[src/hw/rtl/rhc_pkg.sv]
`default_nettype none
// ----------------------------------------------------------------------------
// rhc_pkg: shared types and constants for the RGB to HSV converter
// Pixel widths, hue scale, divider geometry and the item that travels
// through the divider pipeline.
// ----------------------------------------------------------------------------
package rhc_pkg;

  localparam int unsigned PIX_W      = 8;
  localparam int unsigned HUE_W      = 15;
  // Quotient bits: hue fraction is at most 3840, saturation at most 255.
  localparam int unsigned QUO_W      = 12;
  localparam int unsigned NUM_W      = PIX_W + QUO_W;
  localparam int unsigned DIV_STEPS  = 3;
  localparam int unsigned DIV_STAGES = QUO_W / DIV_STEPS;

  localparam logic [HUE_W-1:0] HUE_SIXTH     = 15'd3840;
  localparam logic [HUE_W-1:0] HUE_OFS_GREEN = 15'd7680;
  localparam logic [HUE_W-1:0] HUE_OFS_BLUE  = 15'd15360;
  localparam logic [HUE_W-1:0] HUE_FULL      = 15'd23040;

  typedef logic [PIX_W-1:0] pix_t;

  typedef enum logic [1:0] {
    SEC_RED,
    SEC_GREEN,
    SEC_BLUE
  } sector_t;

  // One restoring-division lane: partial remainder, numerator bits still
  // to shift in, and quotient bits gathered so far.
  typedef struct packed {
    pix_t             den;
    pix_t             rem;
    logic [QUO_W-1:0] num_lo;
    logic [QUO_W-1:0] quo;
  } div_lane_t;

  typedef struct packed {
    pix_t      bright;
    logic      gray;
    sector_t   sector;
    logic      neg;
    div_lane_t hue;
    div_lane_t sat;
  } div_item_t;

endpackage

`default_nettype wire

[src/hw/rtl/rhc_rgb_if.sv]
`default_nettype none
// ----------------------------------------------------------------------------
// rhc_rgb_if: RGB pixel channel
// Valid/ready channel carrying one 8-bit red, green and blue pixel.
// ----------------------------------------------------------------------------
interface rhc_rgb_if;

  logic          valid;
  logic          ready;
  rhc_pkg::pix_t red;
  rhc_pkg::pix_t green;
  rhc_pkg::pix_t blue;

  modport source (output valid, output red, output green, output blue, input ready);
  modport sink   (input valid, input red, input green, input blue, output ready);

endinterface

`default_nettype wire

[src/hw/rtl/rhc_hsv_if.sv]
`default_nettype none
// ----------------------------------------------------------------------------
// rhc_hsv_if: HSV pixel channel
// Valid/ready channel carrying hue, saturation and brightness.
// ----------------------------------------------------------------------------
interface rhc_hsv_if;

  logic                        valid;
  logic                        ready;
  logic [rhc_pkg::HUE_W-1:0]   hue;
  rhc_pkg::pix_t               saturation;
  rhc_pkg::pix_t               brightness;

  modport source (output valid, output hue, output saturation, output brightness,
                  input ready);
  modport sink   (input valid, input hue, input saturation, input brightness,
                  output ready);

endinterface

`default_nettype wire

[src/hw/rtl/rhc_div_stage.sv]
`default_nettype none
// ----------------------------------------------------------------------------
// rhc_div_stage: one register stage of the pipelined divider
// Runs a few restoring-division steps on both the hue and the saturation
// lane, then registers the item. Holds its item while downstream stalls.
// ----------------------------------------------------------------------------
module rhc_div_stage (
  input  logic                clk,
  input  logic                rst_n,
  input  logic                valid_i,
  input  rhc_pkg::div_item_t  item_i,
  output logic                ready_o,
  output logic                valid_o,
  output rhc_pkg::div_item_t  item_o,
  input  logic                ready_i
);
  import rhc_pkg::*;

  logic      valid_r, valid_nxt;
  div_item_t item_r, item_nxt;

  // Shift one numerator bit into the remainder, subtract when it fits.
  function automatic div_lane_t div_step(div_lane_t l);
    logic [PIX_W:0] part;
    div_lane_t      o;
    o        = l;
    part     = {l.rem, l.num_lo[QUO_W-1]};
    o.num_lo = {l.num_lo[QUO_W-2:0], 1'b0};
    if (part >= {1'b0, l.den}) begin
      o.rem = PIX_W'(part - {1'b0, l.den});
      o.quo = {l.quo[QUO_W-2:0], 1'b1};
    end else begin
      o.rem = part[PIX_W-1:0];
      o.quo = {l.quo[QUO_W-2:0], 1'b0};
    end
    return o;
  endfunction

  assign ready_o = !valid_r || ready_i;
  assign valid_o = valid_r;
  assign item_o  = item_r;

  always_comb begin
    valid_nxt = valid_r;
    item_nxt  = item_r;
    if (ready_o) begin
      valid_nxt = valid_i;
      item_nxt  = item_i;
      for (int i = 0; i < DIV_STEPS; i++) begin
        item_nxt.hue = div_step(item_nxt.hue);
        item_nxt.sat = div_step(item_nxt.sat);
      end
    end
  end

  always_ff @(posedge clk) begin
    if (!rst_n) begin
      valid_r <= 1'b0;
    end else begin
      valid_r <= valid_nxt;
    end
  end

  always_ff @(posedge clk) begin
    item_r <= item_nxt;
  end

endmodule

`default_nettype wire

[src/hw/rtl/rgb_to_hsv_convert_unit.sv]
`default_nettype none
// ----------------------------------------------------------------------------
// rgb_to_hsv_convert_unit: streaming RGB to HSV pixel converter
// Turns one 8-bit RGB pixel into hue, saturation and brightness.
// ----------------------------------------------------------------------------
// Takes one pixel per clock unless the output stalls, and returns one HSV
// item per pixel, in order. Brightness is the largest channel;
// saturation is floor(delta*255/max), delta being max minus min; hue is in
// 1/64 degree (0..23039, 3840 per sixth of the circle), taken from the
// sector of the largest channel with ties going red, then green, then
// blue. Gray pixels, black included, give hue and saturation of zero.
// The pipeline centres on the twelve-bit restoring divider, run as four
// register stages of three quotient bits each, for hue and saturation side
// by side; add one stage for max/min, one for numerators, one for the
// output register. Each stage holds its item while the next one is full
// and stalled, so a bubble anywhere is filled and a stall on the output
// loses or repeats nothing. The block keeps no state between pixels.
// ----------------------------------------------------------------------------
module rgb_to_hsv_convert_unit (
  input  logic      clk,
  input  logic      rst_n,
  rhc_rgb_if.sink   in_pix,
  rhc_hsv_if.source out_pix
);
  import rhc_pkg::*;

  // Stage 1 payload: extremes, sector and the signed hue difference.
  pix_t    s1_max_r, s1_max_nxt;
  pix_t    s1_min_r, s1_min_nxt;
  pix_t    s1_dmag_r, s1_dmag_nxt;
  logic    s1_neg_r, s1_neg_nxt;
  sector_t s1_sec_r, s1_sec_nxt;
  logic    s1_v_r, s1_v_nxt;
  logic    s1_adv;

  // Stage 2: divider item with numerators and divisors loaded.
  div_item_t s2_r, s2_nxt;
  logic      s2_v_r, s2_v_nxt;
  logic      s2_adv;

  // Divider chain handshake, index k feeds stage k.
  logic      div_valid [DIV_STAGES+1];
  logic      div_ready [DIV_STAGES+1];
  div_item_t div_item  [DIV_STAGES+1];

  // Output register.
  logic             out_v_r, out_v_nxt;
  logic [HUE_W-1:0] out_hue_r, out_hue_nxt;
  pix_t             out_sat_r, out_sat_nxt;
  pix_t             out_bright_r, out_bright_nxt;
  logic             out_adv;

  div_item_t        fin;
  logic [HUE_W-1:0] fin_frac;
  logic [HUE_W-1:0] fin_ofs;

  // --------------------------------------------------------------------------
  // Stage 1: max, min and the sector of the largest channel
  // --------------------------------------------------------------------------
  assign s1_adv       = !s1_v_r || s2_adv;
  assign in_pix.ready = s1_adv;

  always_comb begin
    s1_v_nxt    = s1_v_r;
    s1_max_nxt  = s1_max_r;
    s1_min_nxt  = s1_min_r;
    s1_sec_nxt  = s1_sec_r;
    s1_neg_nxt  = s1_neg_r;
    s1_dmag_nxt = s1_dmag_r;
    if (s1_adv) begin
      s1_v_nxt   = in_pix.valid;
      s1_max_nxt = in_pix.red;
      s1_min_nxt = in_pix.red;
      if (in_pix.green > s1_max_nxt) s1_max_nxt = in_pix.green;
      if (in_pix.blue  > s1_max_nxt) s1_max_nxt = in_pix.blue;
      if (in_pix.green < s1_min_nxt) s1_min_nxt = in_pix.green;
      if (in_pix.blue  < s1_min_nxt) s1_min_nxt = in_pix.blue;
      // Ties go red, then green; the difference is taken as sign and size.
      if (in_pix.red >= in_pix.green && in_pix.red >= in_pix.blue) begin
        s1_sec_nxt  = SEC_RED;
        s1_neg_nxt  = in_pix.green < in_pix.blue;
        s1_dmag_nxt = s1_neg_nxt ? in_pix.blue - in_pix.green
                                 : in_pix.green - in_pix.blue;
      end else if (in_pix.green >= in_pix.blue) begin
        s1_sec_nxt  = SEC_GREEN;
        s1_neg_nxt  = in_pix.blue < in_pix.red;
        s1_dmag_nxt = s1_neg_nxt ? in_pix.red - in_pix.blue
                                 : in_pix.blue - in_pix.red;
      end else begin
        s1_sec_nxt  = SEC_BLUE;
        s1_neg_nxt  = in_pix.red < in_pix.green;
        s1_dmag_nxt = s1_neg_nxt ? in_pix.green - in_pix.red
                                 : in_pix.red - in_pix.green;
      end
    end
  end

  // --------------------------------------------------------------------------
  // Stage 2: delta, numerators 3840*|diff| and 255*delta, divisors
  // --------------------------------------------------------------------------
  assign s2_adv = !s2_v_r || div_ready[0];

  always_comb begin
    pix_t             delta;
    logic [NUM_W-1:0] hue_num;
    logic [NUM_W-1:0] sat_num;
    s2_v_nxt = s2_v_r;
    s2_nxt   = s2_r;
    delta    = s1_max_r - s1_min_r;
    // 3840 = 4096 - 256, 255 = 256 - 1
    hue_num  = {s1_dmag_r, 12'b0} - NUM_W'({s1_dmag_r, 8'b0});
    sat_num  = NUM_W'({delta, 8'b0}) - NUM_W'(delta);
    if (s2_adv) begin
      s2_v_nxt          = s1_v_r;
      s2_nxt.bright     = s1_max_r;
      s2_nxt.gray       = (delta == '0);
      s2_nxt.sector     = s1_sec_r;
      s2_nxt.neg        = s1_neg_r;
      // A gray pixel has zero numerators; divide by one to keep it defined.
      s2_nxt.hue.den    = s2_nxt.gray ? PIX_W'(1) : delta;
      s2_nxt.hue.rem    = hue_num[NUM_W-1:QUO_W];
      s2_nxt.hue.num_lo = hue_num[QUO_W-1:0];
      s2_nxt.hue.quo    = '0;
      s2_nxt.sat.den    = s2_nxt.gray ? PIX_W'(1) : s1_max_r;
      s2_nxt.sat.rem    = sat_num[NUM_W-1:QUO_W];
      s2_nxt.sat.num_lo = sat_num[QUO_W-1:0];
      s2_nxt.sat.quo    = '0;
    end
  end

  // --------------------------------------------------------------------------
  // Divider: restoring division, a few quotient bits per stage
  // --------------------------------------------------------------------------
  assign div_valid[0] = s2_v_r;
  assign div_item[0]  = s2_r;

  for (genvar k = 0; k < DIV_STAGES; k++) begin : g_div
    rhc_div_stage u_div_stage (
      .clk     (clk),
      .rst_n   (rst_n),
      .valid_i (div_valid[k]),
      .item_i  (div_item[k]),
      .ready_o (div_ready[k]),
      .valid_o (div_valid[k+1]),
      .item_o  (div_item[k+1]),
      .ready_i (div_ready[k+1])
    );
  end

  // --------------------------------------------------------------------------
  // Output stage: add sector offset, wrap negative hue, register result
  // --------------------------------------------------------------------------
  assign fin                   = div_item[DIV_STAGES];
  assign out_adv               = !out_v_r || out_pix.ready;
  assign div_ready[DIV_STAGES] = out_adv;
  assign fin_frac              = HUE_W'(fin.hue.quo);

  always_comb begin
    case (fin.sector)
      SEC_GREEN: fin_ofs = HUE_OFS_GREEN;
      SEC_BLUE:  fin_ofs = HUE_OFS_BLUE;
      default:   fin_ofs = '0;
    endcase
  end

  always_comb begin
    out_v_nxt      = out_v_r;
    out_hue_nxt    = out_hue_r;
    out_sat_nxt    = out_sat_r;
    out_bright_nxt = out_bright_r;
    if (out_adv) begin
      out_v_nxt      = div_valid[DIV_STAGES];
      out_bright_nxt = fin.bright;
      out_sat_nxt    = fin.sat.quo[PIX_W-1:0];
      if (fin.gray) begin
        out_hue_nxt = '0;
      end else if (!fin.neg) begin
        out_hue_nxt = fin_ofs + fin_frac;
      end else if (fin.sector == SEC_RED) begin
        // Only the red sector can go below zero: wrap by a full circle.
        out_hue_nxt = HUE_FULL - fin_frac;
      end else begin
        out_hue_nxt = fin_ofs - fin_frac;
      end
    end
  end

  assign out_pix.valid      = out_v_r;
  assign out_pix.hue        = out_hue_r;
  assign out_pix.saturation = out_sat_r;
  assign out_pix.brightness = out_bright_r;

  // --------------------------------------------------------------------------
  // Registers
  // --------------------------------------------------------------------------
  always_ff @(posedge clk) begin
    if (!rst_n) begin
      s1_v_r  <= 1'b0;
      s2_v_r  <= 1'b0;
      out_v_r <= 1'b0;
    end else begin
      s1_v_r  <= s1_v_nxt;
      s2_v_r  <= s2_v_nxt;
      out_v_r <= out_v_nxt;
    end
  end

  always_ff @(posedge clk) begin
    s1_max_r     <= s1_max_nxt;
    s1_min_r     <= s1_min_nxt;
    s1_sec_r     <= s1_sec_nxt;
    s1_neg_r     <= s1_neg_nxt;
    s1_dmag_r    <= s1_dmag_nxt;
    s2_r         <= s2_nxt;
    out_hue_r    <= out_hue_nxt;
    out_sat_r    <= out_sat_nxt;
    out_bright_r <= out_bright_nxt;
  end

endmodule

`default_nettype wire

[src/flat_wrapper.sv]
// flat-port wrapper written by rule: the top's interface ports become plain ports
module rgb_to_hsv_convert_unit_flat import rhc_pkg::*;
  (clk, rst_n, in_pix_valid, in_pix_red, in_pix_green, in_pix_blue, in_pix_ready, out_pix_valid, out_pix_hue, out_pix_saturation, out_pix_brightness, out_pix_ready);
  rhc_rgb_if in_pix_i ();
  rhc_hsv_if out_pix_i ();
  input  logic clk;
  input  logic rst_n;
  input wire logic [$bits(in_pix_i.valid)-1:0] in_pix_valid;
  input wire logic [$bits(in_pix_i.red)-1:0] in_pix_red;
  input wire logic [$bits(in_pix_i.green)-1:0] in_pix_green;
  input wire logic [$bits(in_pix_i.blue)-1:0] in_pix_blue;
  output wire logic [$bits(in_pix_i.ready)-1:0] in_pix_ready;
  output wire logic [$bits(out_pix_i.valid)-1:0] out_pix_valid;
  output wire logic [$bits(out_pix_i.hue)-1:0] out_pix_hue;
  output wire logic [$bits(out_pix_i.saturation)-1:0] out_pix_saturation;
  output wire logic [$bits(out_pix_i.brightness)-1:0] out_pix_brightness;
  input wire logic [$bits(out_pix_i.ready)-1:0] out_pix_ready;
  assign in_pix_i.valid = in_pix_valid;
  assign in_pix_i.red = in_pix_red;
  assign in_pix_i.green = in_pix_green;
  assign in_pix_i.blue = in_pix_blue;
  assign in_pix_ready = in_pix_i.ready;
  assign out_pix_valid = out_pix_i.valid;
  assign out_pix_hue = out_pix_i.hue;
  assign out_pix_saturation = out_pix_i.saturation;
  assign out_pix_brightness = out_pix_i.brightness;
  assign out_pix_i.ready = out_pix_ready;
  rgb_to_hsv_convert_unit u_core (.clk(clk), .rst_n(rst_n), .in_pix(in_pix_i), .out_pix(out_pix_i));
endmodule
[config.mk]
export PLATFORM = sky130hd
export DESIGN_NAME = rgb_to_hsv_convert_unit_flat
export DESIGN_NICKNAME = d
export VERILOG_FILES = /design/src/hw/rtl/rhc_pkg.sv /design/src/hw/rtl/rhc_rgb_if.sv /design/src/hw/rtl/rhc_hsv_if.sv /design/src/hw/rtl/rhc_div_stage.sv /design/src/hw/rtl/rgb_to_hsv_convert_unit.sv /design/src/flat_wrapper.sv
export SDC_FILE = /design/constraint.sdc
export NUM_CORES = 1
export LEC_CHECK = 0
export BUFFER_PORTS_ARGS = -buffer_cell sky130_fd_sc_hd__buf_4
export CAP_MARGIN = 0
export CORE_MARGIN = 2
export CORE_UTILIZATION = 50
export DETAILED_ROUTE_END_ITERATION = 8
export MAX_ROUTING_LAYER = met4
export PLACE_DENSITY = 0.67
export SKIP_CTS_REPAIR_TIMING = 1
export SLEW_MARGIN = 20
export SYNTH_ARGS = -nofsm -noshare
export SYNTH_HDL_FRONTEND = slang
export SYNTH_HIERARCHICAL = 1
export SYNTH_SLANG_ARGS = --single-unit
[constraint.sdc]
create_clock -name clk -period 17.7 [get_ports clk]
set_input_delay 2.655 -clock clk [delete_from_list [all_inputs] [get_ports clk]]
set_output_delay 2.655 -clock clk [all_outputs]
set_load 0.05 [all_outputs]
==> flow_summary_export.csv <==
group,metric,value,unit
status,outcome,"finished clean",
clock_tree,tritoncts,"built",
yosys,syn-cell-area,25460,um^2
global_route,antenna_found_initial,0,
routing,drc_errors,0,
global_route,grt_overflow,0,
floorplan,die_y,229.6,um
timing,timing.setup.tns,0,ns
cells_and_area,n_antenna_cell,0,
clock_tree,clockRootBuffer,"clkbuf_16",
routing,drt_iter0_drc,1209,
setup_path,cp_data_required_time,15.05,ns
hold_path,min_path_type,"register to register",
timing,finalCritPeriodShare,0.4893,
setup_path,rr_worst_depth,24,
floorplan,io_pins,61,
yosys,synth.yosys.warnings,6,
timing,worst_pin_slew,1.029,ns
clock_tree,cts.htree.levels,2,
setup_path,critPathLaunchType,"input port",
routing,via_per_inst,5.710,
placed_design,port_buffers,60,
floorplan,rows,82,
floorplan,die_w,229.6,um
timing,slew_headroom,0.3142,
clock_tree,clkLatencyLatePin,0.54,ns
timing,rsz0062_at_grt,"no",
timing,drv_slew,0,
floorplan,core,50170,um^2
timing,setup_viol,0,
setup_path,critPathCaptureType,"primary output",
timing,fin_skew,0.01762,ns
floorplan,initial_core_util,0.5074,
global_route,grt_max_degree,67,
clock_tree,path_clk_slew,0.06,ns
setup_path,arrival,6.01,ns
cells_and_area,syn_to_final_growth,9.536,%
clock_tree,cts_num_sinks,347,
timing,period_needed,8.661,ns
timing,final-hold-violation-count,0,
routing,dr.pass1.iters,5,
routing,wl_per_cell,18.16,um
routing,vias,17910,
setup_path,path_max_fanout,66,
cells_and_area,nets,2776,
timing,fmax,0.1155,GHz
flow_run,drv_cap,0,
floorplan,dieArea,52730,um^2
clock_tree,clockBufferDepth,3,
global_route,grt_pass1_vias,17850,
clock_tree,numCtsBuffers,38,
routing,finalWirelength,56.96,mm
global_route,grt_pass1_wl,92.14,mm
cells_and_area,final_layout_size_suffix_gt1_frac,0.1205,
yosys,syn_avg_cell_area,10.80,um^2
routing,ant_nets,0,
placed_design,dp_hpwl,44.51,mm
yosys,synthesis.instances,2358,
hold_path,min_path_cells,0,
placed_design,gp_congestion,0.9578,
global_route,gr-usage-all-layers,0.2211,
cells_and_area,fill_cells,4234,
setup_path,path_class,"input port to primary output",
==> state kept, by name, summed over array words and instances, names as in the netlist, 2 cells and up <==
name / cells
u_core/s1_dmag_r: 8
u_core/s1_sec_r: 2
u_core/s1_max_r: 8
u_core/g_div.u_div_stage/item_o: 225
u_core/out_pix.hue: 15
u_core/g_div.u_div_stage/valid_o: 4
u_core/s1_min_r: 8
u_core/out_pix.saturation: 8
u_core/div_item: 57
u_core/out_pix.brightness: 8
==> layer usage <==
layer / share of wire / track usage / wire, um
met5: 0 / - / 0
met2: 0.47 / 0.3636 / 26790
met1: 0.47 / 0.2866 / 26490
met3: 0.035 / 0.02590 / 2006
met4: 0.030 / 0.06818 / 1682
==> path summary, 6_finish.rpt <==
kind / start / endpoint / slack [ns]
setup / recovery: out_pix_ready / in_pix_ready / 9.04
hold reg to reg: u_core/g_div[0].u_div_stage/item_o[89] / u_core/g_div[1].u_div_stage/item_o[89] / 0.41
hold / removal: u_core/g_div[0].u_div_stage/item_o[89] / u_core/g_div[1].u_div_stage/item_o[89] / 0.41
setup reg to reg: u_core/g_div[1].u_div_stage/item_o[33] / u_core/g_div[2].u_div_stage/item_o[30] / 10.84
==> worst max-delay path, cell delays in order <==
cell and delay (ns):
buf_4 0.07, nand2b_1 0.09, buf_4 0.36, nand2b_2 0.74, nand2b_2 0.24, buf_4 0.66
nand2b_2 0.26, nand2b_2 0.12, nor2b_1 0.08, nand2_1 0.08, buf_4 0.33, buf_4 0.27
==> stage by stage <==
| stage | instances | util | hold WS, ns | instance area (um^2) | setup WS, ns |
|---|---|---|---|---|---|
| detailed placement | 3070 | 0.5314 | 0.4045 | 26660 | 8.962 |
| CTS | 3137 | 0.5557 | 0.4147 | 27880 | 8.948 |
| floorplan | 2366 | - | 0.4003 | 25490 | 4.071 |
| global route | 3137 | 0.5558 | 0.4196 | 27880 | 8.701 |
| global placement | 3070 | 0.5314 | 0.4016 | 26660 | 9.047 |
| finish | 3137 | 0.5558 | 0.4112 | 27880 | 9.039 |
==> cells in the final DEF (no fill, tap or decap), drive strengths merged, types with 65 or more instances in the layout <==
master / instances
inv: 218
mux2i: 66
xnor2: 90
nor2: 137
o21ai: 128
a21oi: 125
ha: 280
edfxtp: 340
mux2: 104
buf: 65
nand2: 125
==> area by class of cell <==
class	count	area, um^2	area share
multi-input cells	1769	14160	0.5080
flip-flops and latches	347	10350	0.3712
clock buffers	51	1051	0.03769
well taps	672	840.8	0.03015
inverters	217	820.8	0.02944
repair buffers	65	488.0	0.01750
clock inverters	16	167.7	0.006013
Power is not shown: default switching activity piles up to over one toggle a cycle in this logic, so the estimate is an artifact.
